===== src/rtl/core/rsw_pkg.sv =====
// shared types and constants for the reset supervisor with watchdog
package rsw_pkg;

    // link command codes
    typedef enum logic [2:0] {
        CMD_OTHER   = 3'd0,
        CMD_RESTART = 3'd1,
        CMD_LED     = 3'd2,
        CMD_WD_LOAD = 3'd3,
        CMD_WD_KICK = 3'd4
    } t_cmd;

    // configuration register indexes
    typedef enum logic [2:0] {
        CFG_LONG_PRESS  = 3'd0,
        CFG_RESET_PULSE = 3'd1,
        CFG_LINK_PAUSE  = 3'd2,
        CFG_FLASH_STEP  = 3'd3,
        CFG_WD_STEP     = 3'd4
    } t_cfg_idx;

    // magic arguments
    localparam logic [15:0] REBOOT_PLAIN  = 16'hA600;
    localparam logic [15:0] REBOOT_NORMAL = 16'hA601;
    localparam logic [15:0] REBOOT_LOADER = 16'hA602;
    localparam logic [15:0] KICK_MAGIC    = 16'h0042;

    // hold counter saturation
    localparam logic [7:0]  HOLD_MAX = 8'd255;

    // flash steps queued by the mode key and by commands
    localparam logic [2:0]  FLASH_NORMAL = 3'd2;
    localparam logic [2:0]  FLASH_LOADER = 3'd4;
    localparam logic [2:0]  FLASH_CMD    = 3'd2;

    // configuration reset values
    localparam logic [7:0]  LONG_PRESS_RST  = 8'd100;
    localparam logic [7:0]  RESET_PULSE_RST = 8'd20;
    localparam logic [7:0]  LINK_PAUSE_RST  = 8'd200;
    localparam logic [7:0]  FLASH_STEP_RST  = 8'd10;
    localparam logic [9:0]  WD_STEP_RST     = 10'd10;

endpackage


===== src/rtl/core/reset_supervisor_with_watchdog_unit.sv =====
// top level of the board reset supervisor with software watchdog
//
// Usage: one input transaction per 10 ms tick carries both key levels and an
// optional decoded link command with its 16-bit argument. Each tick yields
// exactly one result transaction with the reset line, boot pin, LED, link
// enable and command-taken flags as they stand after that tick.
// Both channels use valid/stall; a transaction moves on a clock edge with
// valid high and stall low. Configuration is a separate valid/ready write
// channel (ready is always high) that loads one of five timing registers by
// index; writes with an index outside the list are ignored.
// An input transaction passes through the input register, then the whole tick
// update runs in one pass of logic into the result register. Throughput is one
// tick per cycle while the receiver does not stall, set by that single state update.
// While the receiver stalls, the result register holds its transaction and
// the input register accepts one more tick; after that the input stalls.
// Synchronous reset puts the supervisor into its power-up state: reset line
// released, normal boot mode, LED off, watchdog disabled, default timings.
module reset_supervisor_with_watchdog_unit
    import rsw_pkg::*;
(
    input  logic        i_clk,
    input  logic        i_rst_n,
    // tick input channel
    input  logic        i_valid,
    output logic        o_stall,
    input  logic        i_left_key,
    input  logic        i_right_key,
    input  logic        i_command_valid,
    input  logic [2:0]  i_command,
    input  logic [15:0] i_argument,
    // result channel
    output logic        o_valid,
    input  logic        i_stall,
    output logic        o_reset_asserted,
    output logic        o_boot_loader_pin,
    output logic        o_led_on,
    output logic        o_link_enabled,
    output logic        o_command_taken,
    // configuration write channel
    input  logic        i_cfg_valid,
    output logic        o_cfg_ready,
    input  logic [2:0]  i_cfg_index,
    input  logic [9:0]  i_cfg_data
);

    // configuration registers
    logic [7:0]  r_long_press;
    logic [7:0]  r_reset_pulse;
    logic [7:0]  r_link_pause;
    logic [7:0]  r_flash_step;
    logic [9:0]  r_wd_step;

    // input register
    logic        r_in_valid;
    logic        r_left;
    logic        r_right;
    logic        r_cvalid;
    logic [2:0]  r_cmd;
    logic [15:0] r_arg;

    // supervisor state
    logic [7:0]  r_left_hold,  n_left_hold;
    logic [7:0]  r_right_hold, n_right_hold;
    logic [7:0]  r_reset_hold, n_reset_hold;
    logic        r_mode_normal, n_mode_normal;
    logic        r_boot_pin,   n_boot_pin;
    logic        r_reset_line, n_reset_line;
    logic        r_led,        n_led;
    logic [7:0]  r_flash_phase, n_flash_phase;
    logic [2:0]  r_flash_left, n_flash_left;
    logic        r_flash_cmd,  n_flash_cmd;
    logic [7:0]  r_pause,      n_pause;
    logic [15:0] r_wd_reload,  n_wd_reload;
    logic [15:0] r_wd_count,   n_wd_count;
    logic        n_taken;

    // result register
    logic        r_out_valid;
    logic        r_out_reset;
    logic        r_out_boot;
    logic        r_out_led;
    logic        r_out_link;
    logic        r_out_taken;

    logic        w_adv;

    // stage handshake: advance when a tick is held and the result slot frees
    assign w_adv       = r_in_valid && (!r_out_valid || !i_stall);
    assign o_stall     = r_in_valid && !w_adv;
    assign o_cfg_ready = 1'b1;

    // configuration writes
    always_ff @(posedge i_clk) begin
        if (!i_rst_n) begin
            r_long_press  <= LONG_PRESS_RST;
            r_reset_pulse <= RESET_PULSE_RST;
            r_link_pause  <= LINK_PAUSE_RST;
            r_flash_step  <= FLASH_STEP_RST;
            r_wd_step     <= WD_STEP_RST;
        end else if (i_cfg_valid) begin
            case (t_cfg_idx'(i_cfg_index))
                CFG_LONG_PRESS:  r_long_press  <= i_cfg_data[7:0];
                CFG_RESET_PULSE: r_reset_pulse <= i_cfg_data[7:0];
                CFG_LINK_PAUSE:  r_link_pause  <= i_cfg_data[7:0];
                CFG_FLASH_STEP:  r_flash_step  <= i_cfg_data[7:0];
                CFG_WD_STEP:     r_wd_step     <= i_cfg_data;
                default: ;
            endcase
        end
    end

    // input register
    always_ff @(posedge i_clk) begin
        if (!i_rst_n) begin
            r_in_valid <= 1'b0;
        end else if (!o_stall) begin
            r_in_valid <= i_valid;
        end
    end

    always_ff @(posedge i_clk) begin
        if (!o_stall && i_valid) begin
            r_left   <= i_left_key;
            r_right  <= i_right_key;
            r_cvalid <= i_command_valid;
            r_cmd    <= i_command;
            r_arg    <= i_argument;
        end
    end

    // one tick of the supervisor: keys, link pause, command, watchdog, flash
    always_comb begin
        n_left_hold   = r_left_hold;
        n_right_hold  = r_right_hold;
        n_reset_hold  = r_reset_hold;
        n_mode_normal = r_mode_normal;
        n_boot_pin    = r_boot_pin;
        n_reset_line  = r_reset_line;
        n_led         = r_led;
        n_flash_phase = r_flash_phase;
        n_flash_left  = r_flash_left;
        n_flash_cmd   = r_flash_cmd;
        n_pause       = r_pause;
        n_wd_reload   = r_wd_reload;
        n_wd_count    = r_wd_count;
        n_taken       = 1'b0;

        // reset key
        if (r_left) begin
            if (n_left_hold != HOLD_MAX) begin
                n_left_hold = n_left_hold + 8'd1;
            end
            if (n_left_hold == r_long_press) begin
                n_led        = 1'b1;
                n_boot_pin   = !r_mode_normal;
                n_pause      = r_link_pause;
                n_reset_line = 1'b1;
                n_reset_hold = r_reset_pulse;
            end
        end else begin
            n_left_hold = 8'd0;
            if (n_reset_hold != 8'd0) begin
                n_reset_hold = n_reset_hold - 8'd1;
                if (n_reset_hold == 8'd0) begin
                    n_reset_line = 1'b0;
                    n_led        = 1'b0;
                end
            end
        end

        // boot mode key
        if (r_right) begin
            if (n_right_hold != HOLD_MAX) begin
                n_right_hold = n_right_hold + 8'd1;
            end
            if (n_right_hold == r_long_press) begin
                n_mode_normal = !r_mode_normal;
                if (n_mode_normal) begin
                    n_boot_pin   = 1'b0;
                    n_flash_left = FLASH_NORMAL;
                end else begin
                    n_boot_pin   = 1'b1;
                    n_flash_left = FLASH_LOADER;
                end
            end
        end else begin
            n_right_hold = 8'd0;
        end

        // link pause countdown
        if (n_pause != 8'd0) begin
            n_pause = n_pause - 8'd1;
        end

        // link command
        if (n_pause == 8'd0 && r_cvalid) begin
            n_taken = 1'b1;
            if (r_flash_cmd) begin
                n_flash_left = FLASH_CMD;
            end
            case (t_cmd'(r_cmd))
                CMD_RESTART: begin
                    if (r_arg == REBOOT_PLAIN) begin
                        n_reset_line = 1'b1;
                        n_reset_hold = r_reset_pulse;
                    end else if (r_arg == REBOOT_NORMAL) begin
                        n_boot_pin   = 1'b0;
                        n_reset_line = 1'b1;
                        n_reset_hold = r_reset_pulse;
                    end else if (r_arg == REBOOT_LOADER) begin
                        n_boot_pin   = 1'b1;
                        n_reset_line = 1'b1;
                        n_reset_hold = r_reset_pulse;
                    end
                end
                CMD_LED: begin
                    n_flash_cmd = r_arg[0];
                end
                CMD_WD_LOAD: begin
                    n_wd_reload = r_arg;
                    n_wd_count  = r_arg;
                end
                CMD_WD_KICK: begin
                    if (r_arg == KICK_MAGIC) begin
                        n_wd_count = r_wd_reload;
                    end
                end
                default: ;
            endcase
        end

        // watchdog countdown, reset pulse on expiry
        if (n_wd_count != 16'd0) begin
            if (n_wd_count > {6'd0, r_wd_step}) begin
                n_wd_count = n_wd_count - {6'd0, r_wd_step};
            end else begin
                n_wd_count   = 16'd0;
                n_reset_line = 1'b1;
                n_reset_hold = r_reset_pulse;
            end
        end

        // led flash sequencer
        if (n_flash_left != 3'd0) begin
            n_flash_phase = n_flash_phase + 8'd1;
            if (n_flash_phase == r_flash_step) begin
                n_flash_left  = n_flash_left - 3'd1;
                n_flash_phase = 8'd0;
                n_led         = n_flash_left[0];
            end
        end
    end

    // supervisor state registers
    always_ff @(posedge i_clk) begin
        if (!i_rst_n) begin
            r_left_hold   <= 8'd0;
            r_right_hold  <= 8'd0;
            r_reset_hold  <= 8'd0;
            r_mode_normal <= 1'b1;
            r_boot_pin    <= 1'b0;
            r_reset_line  <= 1'b0;
            r_led         <= 1'b0;
            r_flash_phase <= 8'd0;
            r_flash_left  <= 3'd0;
            r_flash_cmd   <= 1'b1;
            r_pause       <= 8'd0;
            r_wd_reload   <= 16'd0;
            r_wd_count    <= 16'd0;
        end else if (w_adv) begin
            r_left_hold   <= n_left_hold;
            r_right_hold  <= n_right_hold;
            r_reset_hold  <= n_reset_hold;
            r_mode_normal <= n_mode_normal;
            r_boot_pin    <= n_boot_pin;
            r_reset_line  <= n_reset_line;
            r_led         <= n_led;
            r_flash_phase <= n_flash_phase;
            r_flash_left  <= n_flash_left;
            r_flash_cmd   <= n_flash_cmd;
            r_pause       <= n_pause;
            r_wd_reload   <= n_wd_reload;
            r_wd_count    <= n_wd_count;
        end
    end

    // result register
    always_ff @(posedge i_clk) begin
        if (!i_rst_n) begin
            r_out_valid <= 1'b0;
        end else if (w_adv) begin
            r_out_valid <= 1'b1;
        end else if (!i_stall) begin
            r_out_valid <= 1'b0;
        end
    end

    always_ff @(posedge i_clk) begin
        if (w_adv) begin
            r_out_reset <= n_reset_line;
            r_out_boot  <= n_boot_pin;
            r_out_led   <= n_led;
            r_out_link  <= (n_pause == 8'd0);
            r_out_taken <= n_taken;
        end
    end

    assign o_valid           = r_out_valid;
    assign o_reset_asserted  = r_out_reset;
    assign o_boot_loader_pin = r_out_boot;
    assign o_led_on          = r_out_led;
    assign o_link_enabled    = r_out_link;
    assign o_command_taken   = r_out_taken;

endmodule


===== config.mk =====
export PLATFORM = sky130hd
export DESIGN_NAME = reset_supervisor_with_watchdog_unit
export DESIGN_NICKNAME = d
export VERILOG_FILES = /design/src/rtl/core/rsw_pkg.sv /design/src/rtl/core/reset_supervisor_with_watchdog_unit.sv
export SDC_FILE = /design/constraint.sdc
export NUM_CORES = 1
export LEC_CHECK = 0
export ABC_AREA = 1
export BUFFER_PORTS_ARGS = -buffer_cell sky130_fd_sc_hd__buf_2
export CAP_MARGIN = 10
export CORE_ASPECT_RATIO = 1.2
export CORE_UTILIZATION = 56
export DETAILED_ROUTE_END_ITERATION = 10
export GPL_ROUTABILITY_DRIVEN = 1
export PLACE_DENSITY_LB_ADDON = 0.08
export SLEW_MARGIN = 15
export SYNTH_ARGS = -nofsm -noshare
export SYNTH_HDL_FRONTEND = slang
export SYNTH_SLANG_ARGS = --single-unit

===== constraint.sdc =====
create_clock -name i_clk -period 16.5 [get_ports i_clk]
set_input_delay 1.65 -clock i_clk [delete_from_list [all_inputs] [get_ports i_clk]]
set_output_delay 1.65 -clock i_clk [all_outputs]
set_load 0.1 [all_outputs]

-- After elaboration in Yosys (flattened, before gate mapping)
Cells that the tools add are included.
- logic and storage cells: 144
- bits in registers: 151
- magnitude comparators: 1
- $add $sub $neg: 7
- reduce and logical (&&, ||, !) cells: 26
- mux-type cells: 62
- equality and inequality tests: 18
- operators with widths (cell ; count):
    8-bit 2-to-1 mux ; 20
    16-bit 2-to-1 mux ; 4
    16-bit equality test (second input constant) ; 3
    16-bit one-hot mux with 2 select lines ; 1
    1-bit 2-to-1 mux ; 30
    8-bit by 1-bit adder with 8-bit output (second input constant) ; 3
    8-bit equality test ; 3
    3-bit 2-to-1 mux ; 7
    16-bit by 7-bit equality test with 1-bit output (second input constant) ; 1
    16-bit by 10-bit > comparator with 1-bit output ; 1
    8-bit logical NOT ; 2
    8-bit != test (second input constant) ; 2
    16-bit nonzero test ; 1
    8-bit nonzero test ; 2
    16-bit by 10-bit subtractor with 16-bit output ; 1
    8-bit by 1-bit subtractor with 8-bit output (second input constant) ; 2
    3-bit by 2-bit equality test with 1-bit output (second input constant) ; 4
    2-bit AND reduction ; 6
    3-bit AND reduction ; 3
    3-bit by 1-bit equality test with 1-bit output (second input constant) ; 2
    3-bit equality test (second input constant) ; 2
    1-bit logical NOT ; 5
    1-bit logical AND ; 4
    3-bit logical NOT ; 1
    other kinds (4) ; 4

-- Depth between registers and ports, before layout
Gate-level depths: netlist (run 1).
- depth after elaboration: 14
- gate-level depth with buffers: 52
- gate-level depth less buffers: 48

-- Worst setup path before layout (run 1)
No wires, ideal clock.
- kind: register -> register
- from: register r_left_hold[0]
- to: register r_reset_hold[6]
- arrival time: 5.723 ns
- required time: 16.368 ns
- library setup time: 0.132 ns
- slack: 10.645 ns
- stages on the path, launching flop included: 51
- path through: dfxtp_1 > ha_1 > nand2_1 > nor2_4 > nand2_2 > buf_6 > nand2_2 > nand2_1 > nand2_1 > nand3_2 > nor2_4 > nand3_2 > buf_4 > nand2_1 > nand2_2 > ha_1 > nand2_1 > nor2_4 > (+15 left out) > inv_1 > a21oi_1 > o21bai_1 > a21oi_1 > o21bai_1 > a21oi_1 > o21ai_0 > o41ai_1 > inv_1 > nor3_4 > nand2_4 > buf_6 > nand2_1 > nand2_1 > nand2_1 > nand2_1 > nand2_1 > a21oi_1
- longest elaborated chain between the ends: 14
- elaborated cells on any way between the ends: 24
- classes of those cells: 2 x add/sub; 1 x order compare; 2 x eq/ne; 15 x mux; 4 x reduce/logical
- ends and longest elaborated chain (item ; line ; text):
    from (decl) ; reset_supervisor_with_watchdog_unit.sv:62 ; logic [7:0] r_left_hold, n_left_hold;
    from (signal assigned) ; reset_supervisor_with_watchdog_unit.sv:271 ; r_left_hold <= n_left_hold;
    8-bit by 1-bit adder with 8-bit output / 8-bit != test (equally long branches) ; reset_supervisor_with_watchdog_unit.sv:151, reset_supervisor_with_watchdog_unit.sv:150 ;
    8-bit 2-to-1 mux (*) ; reset_supervisor_with_watchdog_unit.sv:150 ; if (n_left_hold != HOLD_MAX) begin
    8-bit 2-to-1 mux (*) ; reset_supervisor_with_watchdog_unit.sv:149 ; if (r_left) begin
    8-bit equality test (*) ; reset_supervisor_with_watchdog_unit.sv:153 ; if (n_left_hold == r_long_press) begin
    8-bit 2-to-1 mux ; reset_supervisor_with_watchdog_unit.sv:153 ;
    8-bit 2-to-1 mux ; reset_supervisor_with_watchdog_unit.sv:149 ;
    8-bit by 1-bit subtractor with 8-bit output / 8-bit nonzero test (equally long branches) ; reset_supervisor_with_watchdog_unit.sv:192, reset_supervisor_with_watchdog_unit.sv:191 ;
    8-bit 2-to-1 mux ; reset_supervisor_with_watchdog_unit.sv:191 ; if (n_pause != 8'd0) begin
    8-bit logical NOT ; reset_supervisor_with_watchdog_unit.sv:196 ; if (n_pause == 8'd0 && r_cvalid) begin
    1-bit logical AND ; reset_supervisor_with_watchdog_unit.sv:196 ;
    16-bit 2-to-1 mux ; reset_supervisor_with_watchdog_unit.sv:196 ;
    16-bit by 10-bit > comparator with 1-bit output ; reset_supervisor_with_watchdog_unit.sv:234 ; if (n_wd_count > {6'd0, r_wd_step}) begin
    8-bit 2-to-1 mux ; reset_supervisor_with_watchdog_unit.sv:234 ;
    8-bit 2-to-1 mux (*) ; reset_supervisor_with_watchdog_unit.sv:233 ; if (n_wd_count != 16'd0) begin
    to (signal assigned) ; reset_supervisor_with_watchdog_unit.sv:273 ; r_reset_hold <= n_reset_hold;
    to (decl) ; reset_supervisor_with_watchdog_unit.sv:64 ; logic [7:0] r_reset_hold, n_reset_hold;
Every way passes the cells marked *; elsewhere a longest branch is shown, timed or not. The select of a mux whose other input is x is not followed.
A chain may end at the register's enable or synchronous reset.

-- Final worst setup path (run 1)
- from: register r_left_hold[0]
- to: register r_wd_count[6]
- longest elaborated chain between the ends: 14
- elaborated cells on any way between the ends: 18
- classes of those cells: 3 x add/sub; 1 x order compare; 2 x eq/ne; 8 x mux; 4 x reduce/logical
- ends and longest elaborated chain (item ; line ; text):
    8-bit by 1-bit adder with 8-bit output / 8-bit != test (equally long branches) ; reset_supervisor_with_watchdog_unit.sv:151, reset_supervisor_with_watchdog_unit.sv:150 ;
    8-bit 2-to-1 mux (*) ; reset_supervisor_with_watchdog_unit.sv:150 ;
    8-bit 2-to-1 mux (*) ; reset_supervisor_with_watchdog_unit.sv:149 ;
    8-bit equality test (*) ; reset_supervisor_with_watchdog_unit.sv:153 ;
    8-bit 2-to-1 mux (*) ; reset_supervisor_with_watchdog_unit.sv:153 ;
    8-bit 2-to-1 mux (*) ; reset_supervisor_with_watchdog_unit.sv:149 ;
    8-bit by 1-bit subtractor with 8-bit output / 8-bit nonzero test (equally long branches) ; reset_supervisor_with_watchdog_unit.sv:192, reset_supervisor_with_watchdog_unit.sv:191 ;
    8-bit 2-to-1 mux (*) ; reset_supervisor_with_watchdog_unit.sv:191 ;
    8-bit logical NOT (*) ; reset_supervisor_with_watchdog_unit.sv:196 ;
    1-bit logical AND (*) ; reset_supervisor_with_watchdog_unit.sv:196 ;
    16-bit 2-to-1 mux (*) ; reset_supervisor_with_watchdog_unit.sv:196 ;
    16-bit by 10-bit subtractor with 16-bit output / 16-bit by 10-bit > comparator with 1-bit output (equally long branches) ; reset_supervisor_with_watchdog_unit.sv:235, reset_supervisor_with_watchdog_unit.sv:234 ;
    16-bit 2-to-1 mux ; reset_supervisor_with_watchdog_unit.sv:234 ;
    16-bit 2-to-1 mux (*) ; reset_supervisor_with_watchdog_unit.sv:233 ;
    to (signal assigned) ; reset_supervisor_with_watchdog_unit.sv:283 ; r_wd_count <= n_wd_count;
    to (decl) ; reset_supervisor_with_watchdog_unit.sv:74 ; logic [15:0] r_wd_count, n_wd_count;
Marked as above.

==> flow_summary.ini, run 1 <==
[outcome]
status = complete, no violations

[sta]
post-route-min-period_ns = 7.25
worst_slew_pin_slew_ns = 1.16
fin_tns_setup_ns = 0
rsz0062_at_grt = false
worst_slack_ns = 9.25
max_freq_mhz = 138
period_share_pct = 43.9
finalHoldViolCount = 0
setup_violations = 0
slew_headroom_pct = 22.3
final_max_slew_viol_count = 0
skew_ns = 0.0123

[synthesis]
synthCells = 1392
ys_top_cells_by_area = dfxtp_1 (26%), nand2_1 (15%), edfxtp_1 (8.6%)
yosysTopAreaCell = dfxtp_1
synth.cell_area_sq_um = 9410
ys_types = 48
yosys_warnings = 0
netlist.area_leader.share_pct = 26.4
synth_nets = 1453
ys.flop_type = dfxtp_1
synth_edf_count = 27
async_flop_share_pct = 0
seq_area_frac_synth_pct = 35.0
synth_area_per_cell_sq_um = 6.76
ys_ff_latch = 151

[worst_setup_path]
critPathTopFamily = simple AND/OR/NAND/NOR gates
crit_arrival_ns = 7.54
crit_type = flip-flop to flip-flop
crit_path_frequent_cell = nand2_1
end_kind = flip-flop
cp_slowest_cell = nor3_4
critPathBufInv = 5
worstSetupStartpointType = flip-flop
required_ns = 16.79
path_max_fanout = 23
slowest_delay_ns = 0.45

[min_path]
holdCritPathClass = flip-flop to flip-flop

[power]
p_per_area_nw_per_um2 = 153
power.total_mw = 1.57
ir_drop_uv = 90.2
p_leak_nw = 4.62

[layout]
nNetsFinal = 1467
antenna_cells = 0
postLayoutCellArea_sq_um = 10300
utilization_pct = 62.8
area_growth_pct = 9.08
drive_above_1_share_pct = 9.37

[drt]
dr.first_iter.drc_count = 660
route.detailed.drc = 0
vias = 8888
ant_nets = 0
routed_wl_um = 25100
drt-pass1-iter-count = 7
vias_per_cell = 5.45
wl_per_cell_um = 15.4

[die]
io_pins = 48
die_y_um = 144
start_util_pct = 57.6
die_w_um = 120
die-area_sq_um = 17300
core_sq_um = 16300
rows = 51

[placement]
pre_cts_slack_ns = 9.40
placedInstanceArea_sq_um = 9670
io_buffers = 46
post-dp-hpwl_um = 18000
gp_congestion = 0.899

[global_routing]
grt_use_met3_pct = 4.65
grt_busiest_layer = met2
grt_pass1_wl_um = 40200
antenna_found_initial = 0
grt_usage_pct = 29.7
grt.overflow.total = 0
grtUsageMet2_pct = 53.2
use_met1_pct = 35.1
grt_max_degree = 63
grt_pass1_vias = 8207

[clock_network]
cts_buffers = 17
cts_setup_buffers = 0
postCtsHoldBufs = 0
path_clk_slew_ns = 0.07
cts_resized = 0
cts_tree = yes
clkLatencyLatePin_ns = 0.44
clockRootBuffer = clkbuf_16
max-clock-path-buffers = 2
h-tree-depth = 4
clock_sinks = 151

[run]
drv_cap = 0
cells in the final DEF, fill, tap and decap left out, drive strengths merged, types with 17 or more instances in the layout:
| master | instances |
|---|---|
| xor2 | 30 |
| o211ai | 29 |
| nand4 | 37 |
| nand2 | 392 |
| o21ai | 138 |
| nor2 | 98 |
| ha | 20 |
| a21oi | 109 |
| inv | 189 |
| dfxtp | 124 |
| clkbuf | 17 |
| edfxtp | 27 |
| buf | 51 |
| nand3 | 86 |
cell usage after synthesis, types with 2 or more instances:
| cell type | count |
|---|---|
| nand2_1 | 375 |
| inv_1 | 176 |
| o21ai_0 | 132 |
| dfxtp_1 | 124 |
| a21oi_1 | 109 |
| nor2_1 | 85 |
| nand3_1 | 82 |
| clkbuf_1 | 40 |
| nand4_1 | 37 |
| xor2_1 | 30 |
| o211ai_1 | 29 |
| edfxtp_1 | 27 |
| ha_1 | 20 |
| nand2_2 | 14 |
| a211oi_1 | 10 |
| nor2_4 | 10 |
| xnor2_1 | 8 |
| buf_6 | 6 |
| inv_2 | 6 |
| nand3b_1 | 6 |
| nor3_1 | 6 |
| buf_2 | 5 |
| nor4_1 | 5 |
| o21bai_1 | 5 |
| buf_4 | 4 |
| clkinv_1 | 4 |
| o21ai_1 | 4 |
| nand2_4 | 3 |
| nand3_2 | 3 |
| o221ai_1 | 3 |
| or2_2 | 3 |
| a2bb2oi_1 | 2 |
| nor2_8 | 2 |
| nor3_4 | 2 |
| o21ai_2 | 2 |
sequential cells by signal (all words and copies together), names as in the netlist, 8 cells and up:
register	count
r_arg	16
r_wd_count	16
r_wd_reload	16
r_wd_step	10
r_flash_phase	8
r_flash_step	8
r_left_hold	8
r_link_pause	8
r_long_press	8
r_pause	8
r_reset_hold	8
r_reset_pulse	8
r_right_hold	8
metrics by stage:
step                      hold slack, ns  std cells
after floorplan                    0.430       1392
after global placement             0.449       1599
after detailed placement           0.456       1599
after CTS                          0.464       1631
after global routing               0.483       1631
final                              0.463       1631
report_power, final:
group / switching, mW / total [mW] / internal [mW]
clock: 0.172 / 0.397 / 0.226
combinational: 0.510 / 0.739 / 0.229
sequential: 0.0258 / 0.434 / 0.408
total: 0.707 / 1.57 / 0.863
routing by layer:
metal / wire length, um / part of all wire (%)
met1: 11100 / 44
met2: 12500 / 50
met3: 895 / 3.6
met4: 718 / 2.9
met5: 0 / 0
worst paths after layout:
check / endpoint / startpoint / cells after the start / slack (ns)
worst max-delay path: r_wd_count[6]$_SDFFE_PN0P_ / r_left_hold[0]$_SDFFE_PN0P_ / 44 / 9.25
worst min register to register: r_link_pause[1]$_SDFFE_PN0P_ / r_link_pause[1]$_SDFFE_PN0P_ / 2 / 0.46
worst min-delay path: r_link_pause[1]$_SDFFE_PN0P_ / r_link_pause[1]$_SDFFE_PN0P_ / 2 / 0.46
worst max register to register: r_wd_count[6]$_SDFFE_PN0P_ / r_left_hold[0]$_SDFFE_PN0P_ / 44 / 9.25
worst reg2reg max path: cells and delay by family, from the launching register on:
family / cells / cell delay [ns]
AND/OR/NAND/NOR: 26 / 4.00
adder cells (fa/ha/maj): 4 / 1.00
AO/OA/AOI/OAI: 9 / 1.20
flip-flops: 1 / 0.41
buffers and inverters: 5 / 0.51
layout make-up:
type,count,area [sq um]
sequential,151,3290
inverter,187,703
clock buffer,17,425
tap,212,265
fill,1578,6070
timing repair buffer,51,268
clock inverter,15,166
multi-input combinational,998,5140
logic make-up after synthesis:
family	Yosys count	share of synthesized area [%]
compound gates	300	17.5
xor+xnor	38	3.54
fa+ha+maj	21	2.87
buf+inv	243	10.4
flops	151	35.0
mux	1	0.120
other cells	1	0.0398
simple gates	637	30.5
Note: power is estimated with default switching activity, not from simulation.
==> run 2, diff against run 1 <==
Clock period 16.5 ns to 6.4 ns, I/O delays scaled along.
==> run 2 against run 1 <==
Die area did not move. Register-to-register slack got worse by 8.8 ns. Maximum frequency up 22%. Final area is 2.1% higher. Worst setup slack worse by 8.8 ns. Highest routed layer unchanged. Count of clock-buffer cells in the layout rose by 4. Global-route usage rose by 0.080 points. Combinational power grew to 2.7 times the previous value. Non-clock buffer count increased by 20.
==> flow_summary.ini, run 2 (synthesized netlist as in run 1, its figures left out) <==
[outcome]
status = complete, no violations

[layout]
area_growth_pct = 11.4
multiInputGateArea_sq_um = 5220
final_common_cell = nand2_1
final_cell_mix = nand2_1 (374), inv_1 (176), o21ai_0 (131), dfxtp_1 (122), a21oi_1 (109)
nNetsFinal = 1489
antenna_cells = 0
drive_above_1_share_pct = 11.2
ff_latch_area_sq_um = 3300
reg_top3 = r_arg: 16 flops, r_wd_count: 16 flops, r_wd_reload: 16 flops
nFillCells = 1575

[worst_setup_path]
worstSetupStartpointType = flip-flop
crit_start = r_left_hold[0]$_SDFFE_PN0P_
crit_arrival_ns = 6.22
end_kind = flip-flop
path_max_fanout = 16
required_ns = 6.69
cp_slowest_cell = fa_1
cp.depth = 46
slowest_delay_ns = 0.40
rr_worst_depth = 46
critPathBufInv = 4
critPathTopFamily = simple AND/OR/NAND/NOR gates
r2r-start = r_left_hold[0]$_SDFFE_PN0P_
crit_type = flip-flop to flip-flop
crit_path_frequent_cell = nand2_1

[sta]
rsz0062_at_grt = false
skew_ns = 0.0104
final_max_slew_viol_count = 0
finalHoldViolCount = 0
setup_violations = 0
slew_headroom_pct = 23.9
max_freq_mhz = 169
post-route-min-period_ns = 5.92
period_share_pct = 92.6
fin_tns_setup_ns = 0
worst_slack_ns = 0.475
hold_slack_ns = 0.382
worst_slew_pin_slew_ns = 1.14

[global_routing]
grt_pass1_wl_um = 40200
grt_pass1_vias = 8068
grt.overflow.total = 0
grt_usage_pct = 29.8
antenna_found_initial = 0
grt_max_degree = 57

[drt]
vias = 9080
wl_per_cell_um = 15.4
ant_nets = 0
route.detailed.drc = 0
dr.first_iter.drc_count = 674
drt-pass1-iter-count = 5
vias_per_cell = 5.49
routed_wl_um = 25400

[die]
die_w_um = 120
die-area_sq_um = 17300
rows = 51
io_pins = 48
die_y_um = 144
core_sq_um = 16300
start_util_pct = 57.6

[min_path]
holdPathStages = 1
min-delay-start = i_command[2]
holdCritPathClass = input port to flip-flop

[power]
power.total_mw = 4.07
p_per_area_nw_per_um2 = 389
p_leak_nw = 4.74
ir_drop_uv = 246

[placement]
gp_congestion = 0.961
post-dp-hpwl_um = 18400
pre_cts_slack_ns = 0.182
io_buffers = 46

[clock_network]
h-tree-depth = 4
clkLatencyLatePin_ns = 0.43
max-clock-path-buffers = 2
cts_buffers = 17
clockRootBuffer = clkbuf_16
path_clk_slew_ns = 0.06
clock_sinks = 151
postCtsHoldBufs = 0
cts_tree = yes

[run]
drv_cap = 0
-- run 2: cell count changes in the layout (fill, tap and decap cells not counted), sizes merged --
cell,delta
clkbuf,+4
clkinv,+2
nor2,+1
nand2,+1
clkinvlp,-1
buf,+20
inv,-5
-- run 2: cell type report --
type                            count  area share, %
Clock inverter                     11           1.21
Tap cell                          212           2.53
Clock buffer                       21           4.20
Inverter                          187           6.73
Sequential cell                   151           31.5
Timing Repair Buffer               71           4.03
Multi-Input combinational cell   1000           49.8
-- run 2: power by group --
| group | switching, mW | internal [mW] | total (mW) |
|---|---|---|---|
| Sequential | 0.0605 | 1.05 | 1.11 |
| Combinational | 1.35 | 0.632 | 1.98 |
| Clock | 0.407 | 0.574 | 0.982 |
| Total | 1.82 | 2.26 | 4.07 |
-- run 2: final timing paths --
path              slack, ns                            to
hold reg to reg        0.46  r_link_pause[4]$_SDFFE_PN0P_
setup / recovery       0.48  r_reset_hold[1]$_SDFFE_PN0P_
setup reg to reg       0.48  r_reset_hold[1]$_SDFFE_PN0P_
hold / removal         0.38            r_cmd[2]$_DFFE_PP_
-- run 2: what timing repair did --
action                     CTS  global route
gates resized for setup      0            21
setup endpoints to repair    0            26
setup buffers                0             9
-- run 2: metal layers --
layer  track usage (%)  part of all wire, %  up-vias
met5                 0                    0        -
met4              13.7                  3.1        0
met3              3.63                  3.7       48
met2              53.7                   51      226
met1              35.2                   42     4158
li1                  -                    -     4648
-- run 2: per-stage QoR --
stage	instance area [sq um]	instances	utilization, %
final	10500	1653	64.2
after global routing	10500	1653	64.2
after CTS	10300	1641	63.2
after detailed placement	9750	1609	59.7
after global placement	9750	1609	59.7
after floorplan	9410	1392	-
==> run 3, diff against run 2 <==
Settings changed: CTS_BUF_LIST set to sky130_fd_sc_hd__clkbuf_4.
==> run 3 against run 2 <==
Combinational power is essentially flat. Critical path type unchanged. Sequential share of layout area is 0.81 points higher. Maximum frequency up 0.59%. Global-route usage is 0.34 points lower. Via count fell by 1.4%. Largest power group unchanged. Final cell count is essentially flat. Count of clock-buffer cells in the layout unchanged. Critical path depth decreased by 1.
==> flow_summary.ini, run 3 (synthesized netlist as in run 1, its figures left out) <==
[placement]
gp_congestion = 0.961
io_buffers = 46
post-dp-hpwl_um = 18400

[layout]
reg_top3 = r_arg: 16 flops, r_wd_count: 16 flops, r_wd_reload: 16 flops
drive_above_1_share_pct = 11.6
area_growth_pct = 8.73
final_cell_mix = nand2_1 (374), inv_1 (176), o21ai_0 (131), dfxtp_1 (119), a21oi_1 (109)
nNetsFinal = 1489
final_common_cell = nand2_1

[sta]
setup_violations = 0
final_max_slew_viol_count = 0
finalHoldViolCount = 0
hold_slack_ns = 0.234
period_share_pct = 92.0
max_freq_mhz = 170
slew_headroom_pct = 23.4
post-route-min-period_ns = 5.89
worst_slew_pin_slew_ns = 1.15
skew_ns = 0.0224

[worst_setup_path]
slowest_delay_ns = 0.40
crit_arrival_ns = 6.33
crit_start = r_left_hold[0]$_SDFFE_PN0P_
r2r-start = r_left_hold[0]$_SDFFE_PN0P_
path_max_fanout = 16
worstSetupStartpointType = flip-flop
end_kind = flip-flop
cp_slowest_cell = dfxtp_4
crit_path_frequent_cell = nand2_1
required_ns = 6.84
crit_type = flip-flop to flip-flop

[min_path]
holdCritPathClass = input port to flip-flop
min-delay-start = i_command[2]

[drt]
vias = 8949
ant_nets = 0
route.detailed.drc = 0
wl_per_cell_um = 15.2
drt-pass1-iter-count = 5
routed_wl_um = 25200
dr.first_iter.drc_count = 697
vias_per_cell = 5.41

[die]
rows = 51
core_sq_um = 16300
die_w_um = 120
start_util_pct = 57.6
io_pins = 48
die-area_sq_um = 17300
die_y_um = 144

[power]
ir_drop_uv = 229
p_per_area_nw_per_um2 = 360
power.total_mw = 3.69
p_leak_nw = 4.64

[clock_network]
clock_sinks = 151
clockRootBuffer = clkbuf_4
h-tree-depth = 4
clkLatencyLatePin_ns = 0.57
max-clock-path-buffers = 2
postCtsHoldBufs = 0
cts_buffers = 17
cts_tree = yes
path_clk_slew_ns = 0.13

[outcome]
status = complete, no violations

[global_routing]
grt.overflow.total = 0
grt_pass1_vias = 8051
antenna_found_initial = 1
grt_pass1_wl_um = 39700
grt_usage_pct = 29.4
grt_max_degree = 57

[run]
drv_cap = 0
run 3: changes by cell type in the layout (fill, tap and decap cells not counted):
cell	delta
diode_2	+1
clkbuf_4	+21
buf_2	-1
dfxtp_1	-3
buf_12	+2
clkbuf_16	-17
nor2_2	-2
dfxtp_2	+3
clkbuf_1	-4
nor2_1	+1
run 3: where the power goes:
group          internal [mW]  switching (mW)
registers               1.05          0.0604
clock network          0.250           0.356
logic                  0.634            1.33
run 3: layer usage:
metal / global-route usage, % / part of all wire (%) / wire length [um]
met1: 34.7 / 43 / 10800
met2: 53.1 / 50 / 12600
met3: 4.34 / 3.7 / 922
met4: 12.5 / 3.3 / 831
met5: 0 / 0 / 0
run 3: cell type report:
cell class / instances / area [sq um]
antenna: 1 / 2.50
clock buffer: 21 / 158
clock inverter: 11 / 126
fill: 1619 / 6100
inverter: 187 / 706
multi-input combinational: 999 / 5210
sequential: 151 / 3300
tap: 212 / 265
timing repair buffer: 72 / 458
run 3: critical path: cells and delay by family (launching register included):
family / cells / cell delay (ns)
AND/OR/NAND/NOR: 27 / 3.12
adder cells (fa/ha/maj): 4 / 0.85
buffers and inverters: 5 / 0.44
flip-flops: 1 / 0.40
AO/OA/AOI/OAI: 9 / 0.91
run 3: per-stage QoR:
| stage | worst slack (ns) | cell area (sq um) | setup TNS [ns] | cells | utilization (%) |
|---|---|---|---|---|---|
| 5_1_grt | -0.0236 | 10200 | -0.0596 | 1654 | 62.6 |
| 3_3_place_gp | 0.291 | 9750 | 0 | 1609 | 59.7 |
| 3_5_place_dp | 0.182 | 9750 | 0 | 1609 | 59.7 |
| 2_1_floorplan | 0.545 | 9410 | 0 | 1392 | - |
| 6_report | 0.510 | 10200 | 0 | 1654 | 62.6 |
| 4_1_cts | 0.165 | 10000 | 0 | 1641 | 61.4 |
run 3: worst paths after layout:
check | cells past startpoint | end | slack, ns
setup / recovery | 45 | r_reset_hold[1]$_SDFFE_PN0P_ | 0.51
setup reg to reg | 45 | r_reset_hold[1]$_SDFFE_PN0P_ | 0.51
hold reg to reg | 2 | r_link_pause[4]$_SDFFE_PN0P_ | 0.47
hold / removal | 1 | r_cmd[2]$_DFFE_PP_ | 0.23
run 3: repair_timing:
| action | in CTS | in global routing |
|---|---|---|
| setup buffers | 0 | 11 |
| resized for setup | 0 | 23 |
| endpoints found under the setup margin | 0 | 26 |
| hold endpoints to repair | 0 | 0 |
